[config.mk]
export PLATFORM = sky130hd
export DESIGN_NAME = extended_input_capture_timer_top
export DESIGN_NICKNAME = d
export VERILOG_FILES = /design/src/hdl/eic_pkg.sv /design/src/hdl/eic_regs.sv /design/src/hdl/eic_core.sv /design/src/hdl/eic_out_stage.sv /design/src/hdl/extended_input_capture_timer_top.sv
export VERILOG_INCLUDE_DIRS = /design/src /design/src/hdl
export SDC_FILE = /design/constraint.sdc
export NUM_CORES = 1
export LEC_CHECK = 0
export BUFFER_PORTS_ARGS = -buffer_cell sky130_fd_sc_hd__buf_2
export CAP_MARGIN = 10
export CORE_ASPECT_RATIO = 1.5
export CORE_MARGIN = 5
export CORE_UTILIZATION = 40
export CTS_CLUSTER_SIZE = 14
export DETAILED_ROUTE_END_ITERATION = 6
export MAX_ROUTING_LAYER = met4
export PLACE_DENSITY = 0.7
export SETUP_SLACK_MARGIN = 0.4
export SYNTH_ARGS = -nofsm -noshare
export SYNTH_HDL_FRONTEND = slang
export SYNTH_SLANG_ARGS = --single-unit
[constraint.sdc]
create_clock -name clk -period 6.2 [get_ports clk]
set_input_delay 0.31 -clock clk [delete_from_list [all_inputs] [get_ports clk]]
set_output_delay 0.31 -clock clk [all_outputs]
set_load 0.1 [all_outputs]
[src/hdl/extended_input_capture_timer_top_assert.svh]
// assertion macros shared by the capture timer modules
`ifndef EXTENDED_INPUT_CAPTURE_TIMER_TOP_ASSERT_SVH
`define EXTENDED_INPUT_CAPTURE_TIMER_TOP_ASSERT_SVH

// same-cycle implication, disabled while in reset
`define EIC_ASSERT_SAME(label, clk_s, rst_s, ante, cons) \
    label: assert property (@(posedge clk_s) disable iff (!rst_s) (ante) |-> (cons)) \
        else $error("same-cycle check failed");

// next-cycle implication, disabled while in reset
`define EIC_ASSERT_NEXT(label, clk_s, rst_s, ante, cons) \
    label: assert property (@(posedge clk_s) disable iff (!rst_s) (ante) |=> (cons)) \
        else $error("next-cycle check failed");

`endif

[src/hdl/eic_pkg.sv]
// types and constants of the extended input capture timer
package eic_pkg;

    localparam int NUM_CH  = 3;
    localparam int PHYS_CH = 3;
    localparam int LIVE_CH = (NUM_CH < PHYS_CH) ? NUM_CH : PHYS_CH;

    localparam int TIME_W   = 32;
    localparam int PRE_W    = 3;
    localparam int ADDR_W   = 4;
    localparam int DATA_W   = 32;
    localparam int EDGE_W   = 2;

    localparam int EDGE_RISE_BIT = 0;
    localparam int EDGE_FALL_BIT = 1;

    localparam logic [EDGE_W-1:0] EDGE_RESET = 2'd1;

    typedef enum logic [1:0] {
        CMD_TICK = 2'd0,
        CMD_ARM  = 2'd1,
        CMD_STOP = 2'd2,
        CMD_RSVD = 2'd3
    } cmd_e;

    typedef enum logic [1:0] {
        REG_EDGE_CH0 = 2'd0,
        REG_EDGE_CH1 = 2'd1,
        REG_EDGE_CH2 = 2'd2,
        REG_PRESCALE = 2'd3
    } reg_idx_e;

    typedef struct packed {
        cmd_e              cmd;
        logic [1:0]        channel;
        logic              use_input_b;
        logic [PHYS_CH-1:0] levels_a;
        logic [PHYS_CH-1:0] levels_b;
    } eic_in_t;

    typedef struct packed {
        logic [PHYS_CH-1:0] capture_mask;
        logic [TIME_W-1:0]  capture_time;
        logic [TIME_W-1:0]  current_time;
    } eic_out_t;

    typedef struct packed {
        logic [PHYS_CH-1:0][EDGE_W-1:0] edge_mode;
        logic [1:0]                     prescale_log2;
    } eic_cfg_t;

endpackage

[src/hdl/eic_regs.sv]
// configuration register file behind the apb-style port
module eic_regs (
    input  logic                        clk,
    input  logic                        rst_n,
    input  logic                        psel,
    input  logic                        penable,
    input  logic                        pwrite,
    input  logic [eic_pkg::ADDR_W-1:0]  paddr,
    input  logic [eic_pkg::DATA_W-1:0]  pwdata,
    output logic [eic_pkg::DATA_W-1:0]  prdata,
    output logic                        pready,
    output eic_pkg::eic_cfg_t           cfg
);
    import eic_pkg::*;

    eic_cfg_t cfg_reg;
    eic_cfg_t cfg_next;
    reg_idx_e idx;
    logic     wr_en;

    assign idx    = reg_idx_e'(paddr[ADDR_W-1:2]);
    assign wr_en  = psel && penable && pwrite;
    assign pready = 1'b1;
    assign cfg    = cfg_reg;

    always_comb
    begin
        cfg_next = cfg_reg;
        if (wr_en)
        begin
            unique case (idx)
                REG_EDGE_CH0: cfg_next.edge_mode[0]  = pwdata[EDGE_W-1:0];
                REG_EDGE_CH1: cfg_next.edge_mode[1]  = pwdata[EDGE_W-1:0];
                REG_EDGE_CH2: cfg_next.edge_mode[2]  = pwdata[EDGE_W-1:0];
                REG_PRESCALE: cfg_next.prescale_log2 = pwdata[1:0];
            endcase
        end
    end

    always_comb
    begin
        unique case (idx)
            REG_EDGE_CH0: prdata = DATA_W'(cfg_reg.edge_mode[0]);
            REG_EDGE_CH1: prdata = DATA_W'(cfg_reg.edge_mode[1]);
            REG_EDGE_CH2: prdata = DATA_W'(cfg_reg.edge_mode[2]);
            REG_PRESCALE: prdata = DATA_W'(cfg_reg.prescale_log2);
        endcase
    end

    always_ff @(posedge clk or negedge rst_n)
    begin
        if (!rst_n)
        begin
            cfg_reg.edge_mode     <= {PHYS_CH{EDGE_RESET}};
            cfg_reg.prescale_log2 <= 2'd0;
        end
        else
        begin
            cfg_reg <= cfg_next;
        end
    end

endmodule

[src/hdl/eic_core.sv]
// timer state, edge detection and per-item result
module eic_core (
    input  logic               clk,
    input  logic               rst_n,
    input  eic_pkg::eic_cfg_t  cfg,
    input  logic               acc,
    input  eic_pkg::eic_in_t   item,
    output eic_pkg::eic_out_t  res
);
    import eic_pkg::*;

    logic [TIME_W-1:0]    time_count_reg, time_count_next;
    logic [PRE_W-1:0]     prescale_count_reg, prescale_count_next;
    logic [PHYS_CH-1:0]   armed_reg, armed_next;
    logic [PHYS_CH-1:0]   source_is_b_reg, source_is_b_next;
    logic [2*PHYS_CH-1:0] last_levels_reg, last_levels_next;

    logic [PHYS_CH-1:0]   now_lvl;
    logic [PHYS_CH-1:0]   prev_lvl;
    logic [PHYS_CH-1:0]   hit;
    logic [PRE_W:0]       pre_inc;
    logic [PRE_W:0]       pre_lim;
    logic                 pre_fire;
    logic                 ch_ok;

    // selected input level now and on the previous tick
    always_comb
    begin
        now_lvl  = '0;
        prev_lvl = '0;
        hit      = '0;
        for (int i = 0; i < PHYS_CH; i++)
        begin
            if (i < LIVE_CH)
            begin
                now_lvl[i]  = source_is_b_reg[i] ? item.levels_b[i] : item.levels_a[i];
                prev_lvl[i] = source_is_b_reg[i] ? last_levels_reg[i + PHYS_CH]
                                                 : last_levels_reg[i];
                hit[i] = armed_reg[i] &&
                         ((cfg.edge_mode[i][EDGE_RISE_BIT] && !prev_lvl[i] && now_lvl[i]) ||
                          (cfg.edge_mode[i][EDGE_FALL_BIT] && prev_lvl[i] && !now_lvl[i]));
            end
        end
    end

    assign pre_inc  = {1'b0, prescale_count_reg} + (PRE_W+1)'(1);
    assign pre_lim  = (PRE_W+1)'(1) << cfg.prescale_log2;
    assign pre_fire = (pre_inc >= pre_lim);
    assign ch_ok    = (int'(item.channel) < LIVE_CH);

    always_comb
    begin
        time_count_next     = time_count_reg;
        prescale_count_next = prescale_count_reg;
        armed_next          = armed_reg;
        source_is_b_next    = source_is_b_reg;
        last_levels_next    = last_levels_reg;
        res.capture_mask    = '0;
        res.capture_time    = '0;
        unique case (item.cmd)
            CMD_TICK:
            begin
                res.capture_mask = hit;
                if (hit != '0)
                begin
                    res.capture_time = time_count_reg;
                end
                last_levels_next = {item.levels_b, item.levels_a};
                if (pre_fire)
                begin
                    prescale_count_next = '0;
                    time_count_next     = time_count_reg + TIME_W'(1);
                end
                else
                begin
                    prescale_count_next = pre_inc[PRE_W-1:0];
                end
            end
            CMD_ARM:
            begin
                if (ch_ok)
                begin
                    armed_next[item.channel]       = 1'b1;
                    source_is_b_next[item.channel] = item.use_input_b;
                end
            end
            CMD_STOP:
            begin
                if (ch_ok)
                begin
                    armed_next[item.channel] = 1'b0;
                end
            end
            CMD_RSVD:
            begin
            end
        endcase
        res.current_time = time_count_next;
    end

    always_ff @(posedge clk or negedge rst_n)
    begin
        if (!rst_n)
        begin
            time_count_reg     <= '0;
            prescale_count_reg <= '0;
            armed_reg          <= '0;
            source_is_b_reg    <= '0;
            last_levels_reg    <= '0;
        end
        else if (acc)
        begin
            time_count_reg     <= time_count_next;
            prescale_count_reg <= prescale_count_next;
            armed_reg          <= armed_next;
            source_is_b_reg    <= source_is_b_next;
            last_levels_reg    <= last_levels_next;
        end
    end

`include "extended_input_capture_timer_top_assert.svh"

    // only ticks move the counter
    `EIC_ASSERT_NEXT(a_no_count_off_tick, clk, rst_n, acc && item.cmd != CMD_TICK, time_count_reg == $past(time_count_reg))
    // a channel that is stopped never captures
    `EIC_ASSERT_SAME(a_mask_armed_only, clk, rst_n, acc, (res.capture_mask & ~armed_reg) == '0)
    // no capture means a zero timestamp
    `EIC_ASSERT_SAME(a_zero_time_no_hit, clk, rst_n, acc && res.capture_mask == '0, res.capture_time == '0)
    // prescaler never runs past its period
    `EIC_ASSERT_NEXT(a_prescale_bound, clk, rst_n, acc && item.cmd == CMD_TICK, {1'b0, prescale_count_reg} < ((PRE_W+1)'(1) << $past(cfg.prescale_log2)) || prescale_count_reg == $past(prescale_count_reg) + PRE_W'(1))

endmodule

[src/hdl/eic_out_stage.sv]
// result register between the core and the output channel
module eic_out_stage (
    input  logic               clk,
    input  logic               rst_n,
    input  logic               load,
    input  eic_pkg::eic_out_t  res,
    output logic               can_load,
    output logic               res_valid,
    input  logic               res_ready,
    output eic_pkg::eic_out_t  res_item
);
    import eic_pkg::*;

    logic     valid_reg;
    eic_out_t data_reg;

    // a new item may enter while the held result leaves in the same cycle
    assign can_load  = !valid_reg || res_ready;
    assign res_valid = valid_reg;
    assign res_item  = data_reg;

    always_ff @(posedge clk or negedge rst_n)
    begin
        if (!rst_n)
        begin
            valid_reg <= 1'b0;
        end
        else if (load)
        begin
            valid_reg <= 1'b1;
        end
        else if (res_ready)
        begin
            valid_reg <= 1'b0;
        end
    end

    always_ff @(posedge clk)
    begin
        if (load)
        begin
            data_reg <= res;
        end
    end

`include "extended_input_capture_timer_top_assert.svh"

    // every loaded item shows up as a result next cycle
    `EIC_ASSERT_NEXT(a_load_shows, clk, rst_n, load, valid_reg)
    // back-pressure only while a result is held
    `EIC_ASSERT_SAME(a_stall_only_full, clk, rst_n, !can_load, valid_reg && !res_ready)
    // a held result that is not taken is kept
    `EIC_ASSERT_NEXT(a_hold_unloaded, clk, rst_n, valid_reg && !res_ready, valid_reg && data_reg == $past(data_reg))

endmodule

[src/hdl/extended_input_capture_timer_top.sv]
// an accepted item's result is registered and appears on res_valid/res_item in the next cycle
// throughput: one item per cycle; cmd_ready drops only while a held result is not taken
// each item is processed by one level of logic between the timer state and the result register
// reset (rst_n low, asynchronous): counter, prescaler, last levels cleared, all channels
// stopped on input A, edge modes rising, prescale divide by one, no result pending
module extended_input_capture_timer_top (
    input  logic                        clk,
    input  logic                        rst_n,
    input  logic                        cmd_valid,
    output logic                        cmd_ready,
    input  eic_pkg::eic_in_t            cmd_item,
    output logic                        res_valid,
    input  logic                        res_ready,
    output eic_pkg::eic_out_t           res_item,
    input  logic                        psel,
    input  logic                        penable,
    input  logic                        pwrite,
    input  logic [eic_pkg::ADDR_W-1:0]  paddr,
    input  logic [eic_pkg::DATA_W-1:0]  pwdata,
    output logic [eic_pkg::DATA_W-1:0]  prdata,
    output logic                        pready
);
    import eic_pkg::*;

    eic_cfg_t cfg;
    eic_out_t core_res;
    logic     acc;
    logic     can_load;

    assign cmd_ready = can_load;
    assign acc       = cmd_valid && can_load;

    eic_regs u_regs (
        .clk     (clk),
        .rst_n   (rst_n),
        .psel    (psel),
        .penable (penable),
        .pwrite  (pwrite),
        .paddr   (paddr),
        .pwdata  (pwdata),
        .prdata  (prdata),
        .pready  (pready),
        .cfg     (cfg)
    );

    eic_core u_core (
        .clk   (clk),
        .rst_n (rst_n),
        .cfg   (cfg),
        .acc   (acc),
        .item  (cmd_item),
        .res   (core_res)
    );

    eic_out_stage u_out (
        .clk       (clk),
        .rst_n     (rst_n),
        .load      (acc),
        .res       (core_res),
        .can_load  (can_load),
        .res_valid (res_valid),
        .res_ready (res_ready),
        .res_item  (res_item)
    );

endmodule

# [Word level (Yosys, flattened, before mapping)]
# Index checks and enable logic that the tools add are counted.
[op_classes] addsub=2 n_mul=0 div=0 order_cmp=4 n_eq_ne=7 shifts=1 mux=18 n_bitwise=3 n_reduce_logical=43
[op_table] op="case mux 32 bit (4 select lines)" count=1
[op_table] op="2-to-1 mux 32 bit" count=2
[op_table] op="adder 32 x 1 -> 32 bit (second input constant)" count=1
[op_table] op="logical AND 1 bit" count=19
[op_table] op="AND reduction 2 bit" count=6
[op_table] op="2-to-1 mux 1 bit" count=9
[op_table] op="2-to-1 mux 3 bit" count=3
[op_table] op="zero test 1 bit" count=7
[op_table] op="== test 2 bit (second input constant)" count=3
[op_table] op="case mux 3 bit (2 select lines)" count=1
[op_table] op="adder 3 x 1 -> 4 bit (second input constant)" count=1
[op_table] op="== test 2 x 1 -> 1 bit (second input constant)" count=2
[op_table] op=">= comparator 4 bit" count=1
[op_table] op="zero test 2 bit" count=2
[op_table] op="logical OR 1 bit" count=4
[op_table] op="!= test 2 x 1 -> 1 bit (second input constant)" count=2
[op_table] op="AND reduction 4 bit" count=1
[op_table] op="nonzero test 2 bit" count=2
[op_table] op="<< shifter 1 x 2 -> 4 bit (first input constant)" count=1
[op_table] op="bitwise AND 3 bit" count=1
[op_table] op="bitwise mux 3 bit" count=1
[op_table] op="less-than comparator 2 x 3 -> 1 bit (second input constant)" count=1
[op_table] op="NOT 3 bit" count=1
[op_table] op="OR 3 bit" count=1
[op_table] op="other kinds (5)" count=5
[totals] ff_bits=123 latch_bits=0 ram_bits=0 mem_bits_ro=0 elab_cells=91 mem_count=0

# [Logic depth before layout (Yosys ltp)]
[logic_depth] depth_word=8 ltp_mapped=10 depth_no_buf=8

# [By module]
# A second synthesis with hierarchy kept.
[hier_totals] cells_unflattened=513 area_unflattened_um2=5893.2
[by_module_without_submodules] mod="eic_core" n_inst=1 cells_per_inst=385 area_per_inst_um2=3198.1 seq_area_each_um2=1176.1
[by_module_without_submodules] mod="eic_out_stage" n_inst=1 cells_per_inst=70 area_per_inst_um2=2059.5 seq_area_each_um2=2037.0
[by_module_without_submodules] mod="eic_regs" n_inst=1 cells_per_inst=57 area_per_inst_um2=629.4 seq_area_each_um2=203.9
[by_module_without_submodules] mod="extended_input_capture_timer_top" n_inst=1 cells_per_inst=1 area_per_inst_um2=6.3 seq_area_each_um2=0.0

# [Worst setup path after synthesis]
# Ideal clock, no wire load.
[synth_path] path_kind="register to register" startpoint="reg u_out.valid_reg, in the netlist u_out.res_valid" endpoint="reg u_out.data_reg, in the netlist u_out.res_item[0], enable pin" setup_time_ps=421 t_arrival_ps=3374 required_ps=5779 path_slack_ps=2405 path_stages_with_launch=4 n_path_buf=0 path_cell_list="dfrtp_1 -> nand2b_1 -> nand2_1 -> inv_1"
[synth_between] elab_chain_cells=3
[synth_rtl] element="start, declared" line_no="eic_out_stage.sv:14" text="logic valid_reg;"
[synth_rtl] element="start signal, assigned" line_no="eic_out_stage.sv:26" text="valid_reg <= 1'b0;"
[synth_rtl] element="start signal, assigned" line_no="eic_out_stage.sv:30" text="valid_reg <= 1'b1;"
[synth_rtl] element="start signal, assigned" line_no="eic_out_stage.sv:34" text="valid_reg <= 1'b0;"
[synth_rtl] element="zero test 1 bit" line_no="eic_out_stage.sv:18" text="assign can_load = !valid_reg || res_ready;"
[synth_rtl] element="logical OR 1 bit" line_no="eic_out_stage.sv:18"
[synth_rtl] element="named net cmd_ready" line_no="extended_input_capture_timer_top.sv:10" text="output logic cmd_ready,"
[synth_rtl] element="logical AND 1 bit" line_no="extended_input_capture_timer_top.sv:31" text="assign acc = cmd_valid && can_load;"
[synth_rtl] element="named net acc" line_no="extended_input_capture_timer_top.sv:27" text="logic acc;"
[synth_rtl] element="end signal, assigned" line_no="eic_out_stage.sv:42" text="data_reg <= res;"
[synth_rtl] element="end, declared" line_no="eic_out_stage.sv:15" text="eic_out_t data_reg;"
# The timed path passes the listed nets, and every way through them passes these cells.
# A chain may end at the register's enable or synchronous reset.

==> out/summary.txt <==
CORE AREA = 15000 sq um
Placed cell areas = 6540 sq um
Reg2reg end = u_out.res_item[16]
Synth top area share = 0.332
# fillers = 1403
Clk buf depth = 2
RePlAce Congestion = 0.858
CTS hold repair buffers = 0
First-pass GRT wire length = 20700 um
CTS clock-pin slew for the worst setup and hold paths = 0.06 ns
Routed wire per std cell = 15.2 um
Final Skew = 0.00839 ns
Worst path bufs/invs = 1
Commonest cells in the synthesized netlist = 67 x edfxtp_1, 59 x nand2_1, 53 x dfrtp_1
Pre-Repair DR Iteration Count = 4
Seq/Total Area, Yosys = 0.563
Sequential power share = 0.377
Final hold slack = 0.0294 ns
Yosys warns = 0
Top cells by area, synth = edfxtp_1 33%, dfrtp_1 22%, xor2_1 4.8%
Combinational share of power = 0.220
Final setup fails = 0
Async S/R FF share, synth = 0.455
Post-synth EDFFs = 67
I/O pin count = 156
CP most frequent cell = ha_1
Via count = 3988
Pwr dens = 372 nW/um^2
Synth Register Bits = 123
Dpl cells = 783
Sw frac = 0.331
Sink Count = 123
WP data arrival = 3.10 ns
Critical path endpoint = u_out.res_item[16]
Most common cell in the netlist = edfxtp_1
Crit Path Category = reg -> reg
FF+latch area = 3420 sq um
Worst path required time = 6.44 ns
Nets = 666
Max-Cap Viols = 0
Worst setup EP type = flop
H-tree levels = 4
Worst slew pin tran = 0.999 ns
Startpoint types = flop
Vias per cell = 4.89
ANT nets after route = 0
RR Startpoint = u_core.prescale_count_reg[0]
Fin. Hold Viols = 0
Setup crit start = u_core.prescale_count_reg[0]
R2R depth = 7
FF-to-FF setup slack = 3.33 ns
Total power = 2.67 mW
Final Non-Filler Cells = 815
Crit path depth = 7
Yosys top cell by area = edfxtp_1
# DRC = 0
Largest register FFs = 67
VDD IR max = 0.189 mV
Total CTS buffers = 17
Crit path max fanout = 15
Final Cell Area = 7180 sq um
Diodes inserted = 0
Die area = 17800 sq um
Syn avg cell area = 11.7 sq um
Worst skew pair latency = 0.41 ns
Relative slew slack = 0.334
Final setup TNS = 0 ns
Pint = 1.79 mW
Total congestion overflow = 0
Layout area overhead = 18.4%
Clk root buf = clkbuf_16
Setup bufs post-CTS = 0
Max Slew Vio Count = 0
Initial antenna violation count = 0
Vias in the first global route = 4151
CP delay by family, top = simple AND/OR/NAND/NOR gates
Die Width = 111 um
RSZ-0062 raised after global routing = no
Buffers on Ports = 92
Predominant post-synthesis flop cell = edfxtp_1
Post-Syn Instances = 518
Total GRT Usage = 0.148
Total Wirelength = 12400 um
Leak = 3.27 nW
Synth cell types = 47
Slowest Stage Delay on Critical Path = 0.59 ns
Row cnt = 55
TritonCTS clock tree = built
Die H = 161 um
Worst-path cell chain = ha_1, ha_1, inv_1, o21ai_0, nand3_1, nor3_1, xor2_1
Tcrit/Tclk final = 0.463
Fin crit period = 2.87 ns
Post-Syn Area = 6070 sq um
Initial core utilization = 0.404
Drt initial violations = 204
Detail Placement HPWL = 8820 um
Footprint of the multi-input gates = 2360 sq um
Run status = finished clean
NetSw = 0.884 mW
Post_cts resized = 0
Largest net degree at the start of global routing = 68
Layout cells sized above 1 = 0.255
FMAX = 349 MHz
Worst path slowest cell = nand3_1
Clock Power Share = 0.403
Worst Hold Class = in -> async
-- per-layer routing --
layer  share of wire  track usage  up-vias
met5               0            -        -
met4           0.020       0.0560        0
met3           0.054       0.0358       22
met2            0.54        0.264      126
met1            0.38        0.158     1929
li1                -            -     1911
-- area by class of cell --
type / count / area share
Clock buffer: 21 / 0.0627
Clock inverter: 11 / 0.0267
Inverter: 9 / 0.00470
Multi-Input combinational cell: 357 / 0.328
Sequential cell: 123 / 0.476
Tap cell: 199 / 0.0347
Timing Repair Buffer: 95 / 0.0672
-- stage by stage --
| step | utilization | setup slack [ns] |
|---|---|---|
| 2_1_floorplan | - | 2.40 |
| 3_3_place_gp | 0.436 | 3.37 |
| 3_5_place_dp | 0.436 | 3.29 |
| 4_1_cts | 0.479 | 3.28 |
| 5_1_grt | 0.479 | 3.04 |
| 6_report | 0.479 | 3.33 |
-- worst min path at each step --
| stage | start | to | depth (start not counted) |
|---|---|---|---|
| 2_1_floorplan | rst_n | async pin | 0 |
| 3_3_place_gp | u_core.last_levels_reg[5] | u_core.last_levels_reg[5] | 2 |
| 3_5_place_dp | u_core.last_levels_reg[2] | u_core.last_levels_reg[2] | 2 |
| 4_1_cts | rst_n | u_core.source_is_b_reg[2] | 2 |
| 5_1_grt | rst_n | u_core.source_is_b_reg[2] | 2 |
| 6_report | rst_n | u_core.last_levels_reg[2] | 2 |
-- power groups by stage --
stage               combinational (mW)  sequential (mW)  clock, mW
finish                           0.587             1.01       1.08
global route                     0.632             1.02       1.14
CTS                              0.595             1.01       1.09
detailed placement               0.591             1.02          0
global placement                 0.577             1.02          0
floorplan                        0.344             1.18          0
-- placed cells by master (no fill, tap or decap), drive strengths merged, types with 25 or more instances in the layout --
master   n
and2    33
dfrtp   53
xnor2   30
conb    31
buf     95
edfxtp  67
nand4   26
xor2    33
nor2    25
nand2   60
-- kinds of logic (layout without fill, tap and decap cells) --
group	Yosys count	in the layout	synth area share
AOI/OAI and AO/OA	14	14	0.0167
xor gates and xnor gates	63	63	0.0910
adders and majority gates	9	9	0.0186
buffers and inverters	67	136	0.0660
DFF	123	123	0.563
muxes	18	18	0.0363
other	2	31	0.00124
and+or+nand+nor	222	222	0.207
(Power assumes the default switching activity.)
